==> src/design/estg_pkg.sv <==
package estg_pkg;

    // Sizes
    localparam int INDEX_BITS      = 20;
    localparam int SINE_TABLE_BITS = 10;
    localparam int QTR_BITS        = SINE_TABLE_BITS - 2;
    localparam int QTR_SIZE        = 1 << QTR_BITS;

    // Configuration port
    localparam int CFG_ADDR_BITS = 3;
    localparam int CFG_DATA_BITS = 31;

    typedef logic [CFG_ADDR_BITS-1:0] cfg_addr_t;
    typedef logic [CFG_DATA_BITS-1:0] cfg_data_t;

    localparam cfg_addr_t CFG_PHASE_STEP   = 3'd0;
    localparam cfg_addr_t CFG_SAMPLE_COUNT = 3'd1;
    localparam cfg_addr_t CFG_VOLUME_GAIN  = 3'd2;
    localparam cfg_addr_t CFG_ATTACK_STEP  = 3'd3;
    localparam cfg_addr_t CFG_RELEASE_STEP = 3'd4;

    // Register reset values
    localparam logic [15:0] VOLUME_GAIN_RST  = 16'd16384;
    localparam logic [15:0] ATTACK_STEP_RST  = 16'd74;
    localparam logic [15:0] RELEASE_STEP_RST = 16'd36;

    // Arithmetic constants
    localparam logic [16:0] ENV_ONE    = 17'd65536;
    localparam logic [16:0] OUT_SCALE  = 17'd32000;
    localparam logic [45:0] FULL_SCALE = 46'd1 << 45;
    localparam longint HALF_PI_Q30     = 64'sd1686629713;

    typedef logic [14:0] qmag_t;
    typedef qmag_t qtab_t [QTR_SIZE];

    // round(32767*sin(pi/2 * p / QTR_SIZE)) from a Taylor series to x^9 in Q30
    function automatic qmag_t quarter_sine(int unsigned p);
        longint x;
        longint x2;
        longint term;
        longint sum;
        x    = (longint'(p) * HALF_PI_Q30) >>> QTR_BITS;
        x2   = (x * x) >>> 30;
        term = ((x * x2) >>> 30) / 64'sd6;
        sum  = x - term;
        term = ((term * x2) >>> 30) / 64'sd20;
        sum  = sum + term;
        term = ((term * x2) >>> 30) / 64'sd42;
        sum  = sum - term;
        term = ((term * x2) >>> 30) / 64'sd72;
        sum  = sum + term;
        if (sum < 0)
        begin
            sum = 0;
        end
        sum = (sum * 64'sd32767 + (64'sd1 <<< 29)) >>> 30;
        if (sum > 64'sd32767)
        begin
            sum = 64'sd32767;
        end
        return qmag_t'(sum);
    endfunction

    function automatic qtab_t build_qtab();
        qtab_t t;
        int    k;
        for (k = 0; k < QTR_SIZE; k++)
        begin
            t[k] = quarter_sine(k);
        end
        return t;
    endfunction

    localparam qtab_t QTAB  = build_qtab();
    localparam qmag_t QPEAK = quarter_sine(QTR_SIZE);

endpackage

==> src/design/enveloped_sine_tone_generator.sv <==
// Enveloped sine tone generator. Each input beat is one sample tick and yields exactly one
// output beat: a 16-bit signed PCM sample, an active flag and a last flag. The sine comes
// from a 32-bit phase accumulator and a quarter-wave table, is shaped by a linear
// attack/release envelope min(1, attack_step*i, release_step*(count-i)), scaled by
// volume_gain (Q2.14), clamped to full scale and mapped to +-32000. A beat with restart=1
// begins the tone at sample zero; after sample_count samples the output is silent with
// active=0. A tone sample runs through six multiplier passes and then the done state,
// which loads the output register once it is free; a silent beat goes from idle straight
// to done. The input is accepted only while the sequencer is idle, so a new beat is taken
// only once the last has left the sequencer. The single 32x17 multiplier runs six passes
// per sample (attack, release, sine times envelope, gain, two halves of the 32000 scale).
// The output register decouples the sides: a new beat is taken while a result waits.
// Configuration writes are always accepted (cfg_ready is tied high) and must be issued
// only while the block is idle; writes to unused indexes are dropped. There is no
// clearing pass after reset.
module enveloped_sine_tone_generator (
    input  logic                clk,
    input  logic                rst_n,
    input  logic                in_valid,
    output logic                in_ready,
    input  logic                restart,
    output logic                out_valid,
    input  logic                out_ready,
    output logic signed [15:0]  sample,
    output logic                active,
    output logic                last,
    input  logic                cfg_valid,
    output logic                cfg_ready,
    input  estg_pkg::cfg_addr_t cfg_index,
    input  estg_pkg::cfg_data_t cfg_data
);
    import estg_pkg::*;

    localparam logic [2:0] S_IDLE = 3'd0;
    localparam logic [2:0] S_ATK  = 3'd1;
    localparam logic [2:0] S_REL  = 3'd2;
    localparam logic [2:0] S_SENV = 3'd3;
    localparam logic [2:0] S_GAIN = 3'd4;
    localparam logic [2:0] S_HI   = 3'd5;
    localparam logic [2:0] S_LO   = 3'd6;
    localparam logic [2:0] S_DONE = 3'd7;

    localparam logic [32:0] IDX_MAX_W = (33'd1 << INDEX_BITS) - 33'd1;

    // Configuration registers
    logic [30:0] phase_step_reg;
    logic [19:0] sample_count_reg;
    logic [15:0] volume_gain_reg;
    logic [15:0] attack_step_reg;
    logic [15:0] release_step_reg;

    // Tone state
    logic [2:0]            state_reg,   state_next;
    logic [INDEX_BITS-1:0] index_reg,   index_next;
    logic [31:0]           phase_reg,   phase_next;
    logic                  running_reg, running_next;
    logic                  silent_reg,  silent_next;

    // Datapath
    logic [14:0] smag_reg, smag_next;
    logic        sneg_reg, sneg_next;
    logic [16:0] env_reg,  env_next;
    logic [45:0] acc_reg,  acc_next;
    logic [44:0] hi_reg,   hi_next;
    logic [14:0] mag_reg,  mag_next;

    // Output register
    logic               out_valid_reg, out_valid_next;
    logic signed [15:0] sample_reg,    sample_next;
    logic               active_reg,    active_next;
    logic               last_reg,      last_next;

    // Shared multiplier
    logic [31:0] mul_a;
    logic [16:0] mul_b;
    logic [48:0] mul_p;

    logic [32:0]           count_w;
    logic [INDEX_BITS-1:0] count_c;
    logic [INDEX_BITS-1:0] idx_eff;
    logic [31:0]           phase_eff;
    logic                  run_eff;
    logic [1:0]            quad;
    logic [QTR_BITS-1:0]   qr;
    logic [QTR_BITS-1:0]   tab_idx;
    logic [14:0]           tab_mag;
    logic [INDEX_BITS:0]   idx_inc;
    logic                  is_last;
    logic [45:0]           out_sum;
    logic                  in_fire;
    logic                  out_free;
    logic                  out_load;

    assign cfg_ready = 1'b1;
    assign in_ready  = (state_reg == S_IDLE);
    assign in_fire   = in_valid && in_ready;
    assign out_free  = !out_valid_reg || out_ready;
    assign out_load  = (state_reg == S_DONE) && out_free;

    assign out_valid = out_valid_reg;
    assign sample    = sample_reg;
    assign active    = active_reg;
    assign last      = last_reg;

    // Saturate the tone length to what the sample index can hold
    assign count_w = 33'(sample_count_reg);
    assign count_c = (count_w > IDX_MAX_W) ? INDEX_BITS'(IDX_MAX_W) : INDEX_BITS'(count_w);

    // Apply restart ahead of the silence check and the table read
    assign run_eff   = restart || running_reg;
    assign idx_eff   = restart ? '0 : index_reg;
    assign phase_eff = restart ? 32'd0 : phase_reg;

    // Quarter-wave lookup: mirror odd quadrants, negate the lower half cycle
    assign quad    = phase_eff[31:30];
    assign qr      = phase_eff[29:32-SINE_TABLE_BITS];
    assign tab_idx = quad[0] ? QTR_BITS'(-qr) : qr;
    assign tab_mag = (quad[0] && (qr == '0)) ? QPEAK : QTAB[tab_idx];

    assign idx_inc = (INDEX_BITS+1)'(index_reg) + (INDEX_BITS+1)'(1);
    assign is_last = (idx_inc == (INDEX_BITS+1)'(count_c));

    always_comb
    begin
        mul_a = '0;
        mul_b = '0;
        case (state_reg)
            S_ATK:
            begin
                mul_a = 32'(index_reg);
                mul_b = 17'(attack_step_reg);
            end
            S_REL:
            begin
                mul_a = 32'(count_c - index_reg);
                mul_b = 17'(release_step_reg);
            end
            S_SENV:
            begin
                mul_a = 32'(smag_reg);
                mul_b = env_reg;
            end
            S_GAIN:
            begin
                mul_a = acc_reg[31:0];
                mul_b = 17'(volume_gain_reg);
            end
            S_HI:
            begin
                mul_a = 32'(acc_reg[45:16]);
                mul_b = OUT_SCALE;
            end
            S_LO:
            begin
                mul_a = 32'(acc_reg[15:0]);
                mul_b = OUT_SCALE;
            end
            default:
            begin
                mul_a = '0;
                mul_b = '0;
            end
        endcase
    end

    assign mul_p   = 49'(mul_a) * 49'(mul_b);
    // floor((hi*2^16 + lo) / 2^45), with the low partial product folded in first
    assign out_sum = 46'(hi_reg) + 46'(mul_p[30:16]);

    always_comb
    begin
        state_next     = state_reg;
        index_next     = index_reg;
        phase_next     = phase_reg;
        running_next   = running_reg;
        silent_next    = silent_reg;
        smag_next      = smag_reg;
        sneg_next      = sneg_reg;
        env_next       = env_reg;
        acc_next       = acc_reg;
        hi_next        = hi_reg;
        mag_next       = mag_reg;
        out_valid_next = out_valid_reg;
        sample_next    = sample_reg;
        active_next    = active_reg;
        last_next      = last_reg;

        // Drop the beat held in the output register once taken
        if (out_valid_reg && out_ready)
        begin
            out_valid_next = 1'b0;
        end

        case (state_reg)
            S_IDLE:
            begin
                if (in_fire)
                begin
                    index_next   = idx_eff;
                    phase_next   = phase_eff;
                    running_next = run_eff;
                    smag_next    = tab_mag;
                    sneg_next    = quad[1];
                    if (!run_eff || (idx_eff >= count_c))
                    begin
                        silent_next = 1'b1;
                        state_next  = S_DONE;
                    end
                    else
                    begin
                        silent_next = 1'b0;
                        state_next  = S_ATK;
                    end
                end
            end
            S_ATK:
            begin
                env_next   = (mul_p < 49'(ENV_ONE)) ? mul_p[16:0] : ENV_ONE;
                state_next = S_REL;
            end
            S_REL:
            begin
                if (mul_p < 49'(env_reg))
                begin
                    env_next = mul_p[16:0];
                end
                state_next = S_SENV;
            end
            S_SENV:
            begin
                acc_next   = mul_p[45:0];
                state_next = S_GAIN;
            end
            S_GAIN:
            begin
                acc_next   = (mul_p > 49'(FULL_SCALE)) ? FULL_SCALE : mul_p[45:0];
                state_next = S_HI;
            end
            S_HI:
            begin
                hi_next    = mul_p[44:0];
                state_next = S_LO;
            end
            S_LO:
            begin
                mag_next   = out_sum[43:29];
                state_next = S_DONE;
            end
            S_DONE:
            begin
                // Hold until the output register is free
                if (out_free)
                begin
                    out_valid_next = 1'b1;
                    if (silent_reg)
                    begin
                        sample_next  = '0;
                        active_next  = 1'b0;
                        last_next    = 1'b0;
                        running_next = 1'b0;
                    end
                    else
                    begin
                        sample_next  = sneg_reg ? -$signed(16'(mag_reg)) : $signed(16'(mag_reg));
                        active_next  = 1'b1;
                        last_next    = is_last;
                        index_next   = INDEX_BITS'(idx_inc);
                        phase_next   = phase_reg + 32'(phase_step_reg);
                        running_next = !is_last;
                    end
                    state_next = S_IDLE;
                end
            end
            default:
            begin
                state_next = S_IDLE;
            end
        endcase
    end

    always_ff @(posedge clk or negedge rst_n)
    begin
        if (!rst_n)
        begin
            phase_step_reg   <= '0;
            sample_count_reg <= '0;
            volume_gain_reg  <= VOLUME_GAIN_RST;
            attack_step_reg  <= ATTACK_STEP_RST;
            release_step_reg <= RELEASE_STEP_RST;
        end
        else if (cfg_valid && cfg_ready)
        begin
            case (cfg_index)
                CFG_PHASE_STEP:   phase_step_reg   <= cfg_data;
                CFG_SAMPLE_COUNT: sample_count_reg <= cfg_data[19:0];
                CFG_VOLUME_GAIN:  volume_gain_reg  <= cfg_data[15:0];
                CFG_ATTACK_STEP:  attack_step_reg  <= cfg_data[15:0];
                CFG_RELEASE_STEP: release_step_reg <= cfg_data[15:0];
                default:          ;
            endcase
        end
    end

    always_ff @(posedge clk or negedge rst_n)
    begin
        if (!rst_n)
        begin
            state_reg     <= S_IDLE;
            index_reg     <= '0;
            phase_reg     <= '0;
            running_reg   <= 1'b0;
            silent_reg    <= 1'b0;
            out_valid_reg <= 1'b0;
        end
        else
        begin
            state_reg     <= state_next;
            index_reg     <= index_next;
            phase_reg     <= phase_next;
            running_reg   <= running_next;
            silent_reg    <= silent_next;
            out_valid_reg <= out_valid_next;
        end
    end

    always_ff @(posedge clk)
    begin
        smag_reg   <= smag_next;
        sneg_reg   <= sneg_next;
        env_reg    <= env_next;
        acc_reg    <= acc_next;
        hi_reg     <= hi_next;
        mag_reg    <= mag_next;
        sample_reg <= sample_next;
        active_reg <= active_next;
        last_reg   <= last_next;
    end

    // A silent beat carries no sample and no last flag
    a_silent_zero: assert property (@(posedge clk) disable iff (!rst_n)
        (out_valid_reg && !active_reg) |-> (sample_reg == 16'sd0 && !last_reg))
        else $error("silent beat carries data");

    // An accepted beat either starts the envelope pass or goes straight out silent
    a_accept_path: assert property (@(posedge clk) disable iff (!rst_n)
        in_fire |=> (state_reg == S_ATK || state_reg == S_DONE))
        else $error("bad sequencer path after accept");

    // The tone stops after its final sample
    a_last_stops: assert property (@(posedge clk) disable iff (!rst_n)
        (out_load && last_next) |=> !running_reg)
        else $error("tone still running after last sample");

    // The envelope never exceeds unity before it scales the sine
    a_env_unity: assert property (@(posedge clk) disable iff (!rst_n)
        (state_reg == S_SENV) |-> (env_reg <= ENV_ONE))
        else $error("envelope above unity");

    // A sample never leaves the +-32000 range
    a_sample_range: assert property (@(posedge clk) disable iff (!rst_n)
        out_valid_reg |-> (sample_reg <= 16'sd32000 && sample_reg >= -16'sd32000))
        else $error("sample out of range");

endmodule
==> config.mk <==
export PLATFORM = sky130hd
export DESIGN_NAME = enveloped_sine_tone_generator
export DESIGN_NICKNAME = d
export VERILOG_FILES = /design/src/design/estg_pkg.sv /design/src/design/enveloped_sine_tone_generator.sv
export SDC_FILE = /design/constraint.sdc
export NUM_CORES = 2
export LEC_CHECK = 0
export BUFFER_PORTS_ARGS = -buffer_cell sky130_fd_sc_hd__buf_2
export CORE_AREA = 2 2 317 319
export CTS_CLUSTER_SIZE = 8
export DETAILED_ROUTE_END_ITERATION = 10
export DIE_AREA = 0 0 319 321
export MAX_ROUTING_LAYER = met4
export PLACE_DENSITY = 0.64
export RECOVER_POWER = 25
export SLEW_MARGIN = 20
export SYNTH_ARGS = -nofsm -noshare
export SYNTH_HDL_FRONTEND = slang
export SYNTH_SLANG_ARGS = --single-unit
export TNS_END_PERCENT = 30
==> constraint.sdc <==
create_clock -name clk -period 12.1 [get_ports clk]
set_clock_uncertainty 0.05 [all_clocks]
set_input_delay 0.605 -clock clk [delete_from_list [all_inputs] [get_ports clk]]
set_output_delay 0.605 -clock clk [all_outputs]
set_load 0.02 [all_outputs]
* Word-level counts from Yosys, hierarchy flattened
Memories as Yosys holds them, arrays and structs flattened. A register that Yosys moved wholly into a read port is not among the register bits. Cells that the tools add are included.
Storage, ports and cells: register bits after elaboration 298, memory bits (read-only) 3840, bits of input ports 40, output and inout port bits 21, word-level logic and storage cells 115, memories kept 1
Operators by class: add/sub/neg operators 6, multiply operators 1, order comparisons 5, equal/unequal tests 17, muxes and demuxes 33, bitwise logic cells 2, reductions and logical operators 29
Memory list:
- (no name shown) | depth 256, width 15, rd ports 1, clocked after memory_dff 1, wr ports 0, line enveloped_sine_tone_generator.sv:118 | assign tab_mag = (quad[0] && (qr == '0)) ? QPEAK : QTAB[tab_idx];
Operators with widths (count):
- $pmux 32 s6 | 1
- $mux 32 | 4
- $mux 20 | 5
- $pmux 46 s2 | 1
- $pmux 17 s5 | 1
- $pmux 32 s2 | 1
- $gt 49x46->1 const B | 1
- $lt 49x17->1 | 1
- $lt 49x17->1 const B | 1
- $mul 32x17->49 | 1
- $mux 46 | 1
- $add 44x15->44 | 1
- $pmux 20 s2 | 1
- $mux 17 | 2
- $pmux 17 s2 | 1
- $add 32x31->32 | 1
- $pmux 3 s8 | 1
- $add 20x1->21 const B | 1
- $eq 21x20->1 | 1
- $sub 20x20->21 | 1
- $ge 20x20->1 | 1
- $gt 20x20->1 const B | 1
- $reduce_and 2->1 | 9
- $neg 15->16 | 1
- other kinds (23) | 53

* Longest topological paths before layout
depth after elaboration 8, gate-level depth with buffers 46, depth with buffers taken out 44

* Worst setup path after synthesis
Ideal clock, no wire load.
kind reg-to-reg, from register index_reg[0], to register mag_reg[14] (data pin), setup time 271 ps, data arrival time 10227 ps, required time 11779 ps, slack 1552 ps, cell stages (with the launch flop) 44, buffers on the path 2, period minus slack after synthesis 10548 ps, cell sequence dfrtp_1 ha_1 inv_1 fa_1 a21o_1 a21oi_1 o21a_1 nor4_1 o21a_1 o31a_1 o21ba_2 and4_1 nor4_2 a221o_1 clkbuf_1 nand2_1 fa_1 fa_1 (+8 left out) clkbuf_1 a21oi_1 o21ai_1 a2111oi_0 and3_1 o221ai_1 xnor2_1 inv_1 ha_1 nand4_1 or2_2 nor3_1 nand4_1 nand2_1 a41o_1 nand2_1 nor4_1 xor2_1
Between the ends: cells in the longest elaborated chain, start to end 4
Ends and longest elaborated chain:
- start, declared | line enveloped_sine_tone_generator.sv:54 | logic [INDEX_BITS-1:0] index_reg, index_next;
- start signal, assigned | line enveloped_sine_tone_generator.sv:318 | index_reg <= index_next;
- $sub 20x20->21 | line enveloped_sine_tone_generator.sv:135 | mul_a = 32'(count_c - index_reg);
- $pmux 32 s6 (*) | line enveloped_sine_tone_generator.sv:127 | case (state_reg)
- $mul 32x17->49 (*) | line enveloped_sine_tone_generator.sv:166 | assign mul_p = 49'(mul_a) * 49'(mul_b);
- net mul_p[30] | line enveloped_sine_tone_generator.sv:76 | logic [48:0] mul_p;
- $add 44x15->44 (*) | line enveloped_sine_tone_generator.sv:168 | assign out_sum = 46'(hi_reg) + 46'(mul_p[30:16]);
- net out_sum[43] | line enveloped_sine_tone_generator.sv:89 | logic [45:0] out_sum;
- end signal, assigned | line enveloped_sine_tone_generator.sv:333 | mag_reg <= mag_next;
- end, declared | line enveloped_sine_tone_generator.sv:65 | logic [14:0] mag_reg, mag_next;
Mark *: on every way through the listed nets, which the timed path passes. The rest lies on a longest branch. A chain may end at the register's enable or synchronous reset.

* Worst setup path after layout
from register index_reg[0], to register env_reg[0] (enable)
Between the ends: cells in the longest elaborated chain, start to end 6
Ends and longest elaborated chain:
- $sub 20x20->21 | line enveloped_sine_tone_generator.sv:135
- $pmux 32 s6 (*) | line enveloped_sine_tone_generator.sv:127
- $mul 32x17->49 (*) | line enveloped_sine_tone_generator.sv:166
- net mul_p[39] | line enveloped_sine_tone_generator.sv:76
- $lt 49x17->1 (*) | line enveloped_sine_tone_generator.sv:223 | if (mul_p < 49'(env_reg))
- $ne 2x2->1 (no source line) (*)
- $reduce_and 2->1 (no source line) (*)
- end signal, assigned | line enveloped_sine_tone_generator.sv:330 | env_reg <= env_next;
- end, declared | line enveloped_sine_tone_generator.sv:62 | logic [16:0] env_reg, env_next;
Marked as above.

==> impl_metrics.py <==
metrics = {
    "status": {
        "outcome": "complete, but fails checks",
        "violations": "capacitance limit, slew limit",
    },
    "floorplan": {
        "die_w_um": 319,
        "core-area_um2": 99300,
        "row_count": 116,
        "die_h_um": 321,
        "start_util": 0.395,
        "dieArea_um2": 102000,
        "io_pins": 61,
    },
    "sta": {
        "setup_tns_ps": 0,
        "slew_viol_final": 162,
        "hold_viol_final": 0,
        "finalCritPeriodShare": 0.962,
        "finalCriticalPeriod_ps": 11630,
        "maxSlewHeadroom": -2.46,
        "worst_pin_slew_ps": 5190,
        "rsz0062_at_grt": "no",
        "max_freq_mhz": 86.0,
        "setup_viol": 0,
    },
    "place": {
        "dpl.hpwl_um": 98300,
        "placed_area_um2": 41300,
        "gp_congestion": 0.991,
        "port_buffers": 59,
    },
    "critical_path": {
        "startpoint_type": "flop",
        "cp_top_family": "adder cells",
        "end_kind": "flop",
        "cpMaxStageDelayCell": "or4_1",
        "crit_path_frequent_cell": "fa_1",
        "critPathKind": "flop to flop",
        "critPathMaxFanout": 17,
        "critical_path_buf_inv_count": 8,
        "critPathMaxStageDelay_ps": 590,
        "cp.arrival_ps": 11840,
        "crit_required_ps": 12310,
    },
    "global_route": {
        "use_met3": 0.0336,
        "overflow": 0,
        "grt_pass1_vias": 33600,
        "grt_pass1_wl_um": 202000,
        "busiest_layer": "met2",
        "track_usage": 0.262,
        "grt_max_degree": 91,
        "antenna_found_initial": 12,
        "use_met2": 0.411,
        "use_met1": 0.350,
    },
    "finish": {
        "largest_register_ffs": 46,
        "final_common_cell": "nand2_1",
        "nFillCells": 9845,
        "final_layout_size_suffix_gt1_frac": 0.0839,
        "syn2layout_area_growth_pct": 8.52,
        "final_area_um2": 42600,
        "nets": 5253,
        "final_cell_mix": "nand2_1, inv_1, fa_1",
    },
    "clock_tree": {
        "cts.reportedPaths.clkPinSlew_ps": 60,
        "cts_made_buffers": 45,
        "tritoncts": "built",
        "clock_path_buffers": 3,
        "htree_levels": 2,
        "cts.sinks": 313,
        "post_cts_buffers": 0,
        "cts_hold_buffers": 0,
        "clkLatencyLatePin_ps": 590,
        "cts_root_buffer": "clkbuf_16",
    },
    "yosys": {
        "synth_edf_count": 156,
        "yosys_warnings": 0,
        "ys_ff_latch": 313,
        "async_reset_ff_frac": 0.502,
        "synth_flop_cell": "edfxtp_1",
        "yosysSeqAreaShare": 0.220,
        "ys_types": 94,
        "synth_area_per_cell_um2": 8.64,
        "syn-cell-area_um2": 39200,
        "synth_cells": 4544,
    },
    "drt": {
        "avgRoutedWirePerCell_um": 22.3,
        "num_vias": 33800,
        "ant_nets": 0,
        "vias_per_cell": 5.78,
        "first_pass_iters": 6,
        "drc_errors": 0,
        "drt_iter0_drc": 3673,
        "postRouteWirelength_um": 130000,
    },
    "job": {
        "cap_violations": 3,
    },
    "hold_path": {
        "holdCritPathClass": "primary input to flop",
    },
}
==> cells by family (layout without fill, tap and decap cells) <==
family / Yosys count / after routing / synth area share
AOI/OAI and AO/OA: 932 / 932 / 0.155
xor gates and xnor gates: 125 / 125 / 0.0279
adders and majority gates: 701 / 701 / 0.310
buffers and inverters: 910 / 891 / 0.0876
DFF: 313 / 313 / 0.220
muxes: 124 / 124 / 0.0348
other: 2 / 26 / 0.000191
and+or+nand+nor: 1437 / 1437 / 0.165
==> layer usage <==
metal,part of all wire,vias up
met3,0.083,290
met2,0.46,1673
li1,-,15100
met5,0,-
met1,0.42,16800
met4,0.039,0
==> final cells by class <==
type,count,area [um2],area share
Multi-Input combinational cell,3337,27400,0.644
Sequential cell,313,8620,0.202
Inverter,637,2390,0.0561
Tap cell,1298,1620,0.0381
Clock buffer,72,1230,0.0288
Timing Repair Buffer,178,1170,0.0274
Clock inverter,4,88.8,0.00209
Antenna cell,8,20.0,0.000470
==> worst min-delay path, stage by stage <==
cell     delay [ps]
buf_2            90
nand2_1          40
o21ai_0          60
==> metrics by stage <==
step | hold slack [ps] | utilization | std cells | worst slack [ps]
after floorplan | 259 | - | 4560 | 1550
after global placement | 416 | 0.416 | 5762 | 584
after detailed placement | 426 | 0.416 | 5762 | 457
after CTS | 114 | 0.429 | 5838 | 435
after global routing | 209 | 0.429 | 5844 | 89.6
final | 209 | 0.429 | 5847 | 465
==> synthesized netlist by cell type (24+ instances only) <==
cell,count,area share
nand4_1,32,0.0051
nor2_1,328,0.031
o31ai_1,24,0.0046
nand2_1,649,0.062
xnor2_1,66,0.015
inv_1,635,0.061
dfrtp_1,151,0.096
a21oi_1,209,0.027
a21o_1,62,0.012
a31oi_1,24,0.0038
ha_1,250,0.080
nand3_1,70,0.0089
o211ai_1,46,0.0088
nor2b_1,43,0.0069
nor3_1,73,0.0093
o22ai_1,33,0.0053
clkbuf_1,229,0.022
mux2i_1,43,0.011
a211oi_1,45,0.0086
xor2_1,59,0.013
o21a_1,31,0.0059
edfxtp_1,156,0.12
o21ai_0,240,0.031
fa_1,451,0.23
and2_1,118,0.019
mux2_2,79,0.023
buf_1,33,0.0032
==> what timing repair did <==
item | CTS | global route
endpoints found under the hold margin | 0 | 0
resized for setup | 0 | 4
setup endpoints to repair | 0 | 11
==> worst paths after layout <==
| kind | cells after the start | endpoint | start | slack (ps) |
|---|---|---|---|---|
| max in group asynchronous | 1 | state_reg[0] | rst_n | 6830 |
| setup reg to reg | 39 | env_reg[0] | index_reg[0] | 470 |
| hold reg to reg | 2 | phase_reg[21] | phase_reg[21] | 440 |
| setup / recovery | 39 | env_reg[0] | index_reg[0] | 470 |
| hold / removal | 3 | sample_count_reg[17] | cfg_data[17] | 210 |
| min in group asynchronous | 1 | phase_step_reg[28] | rst_n | 1870 |
Power is not shown: default switching activity piles up to over one toggle a cycle in this logic, so the estimate is an artifact.
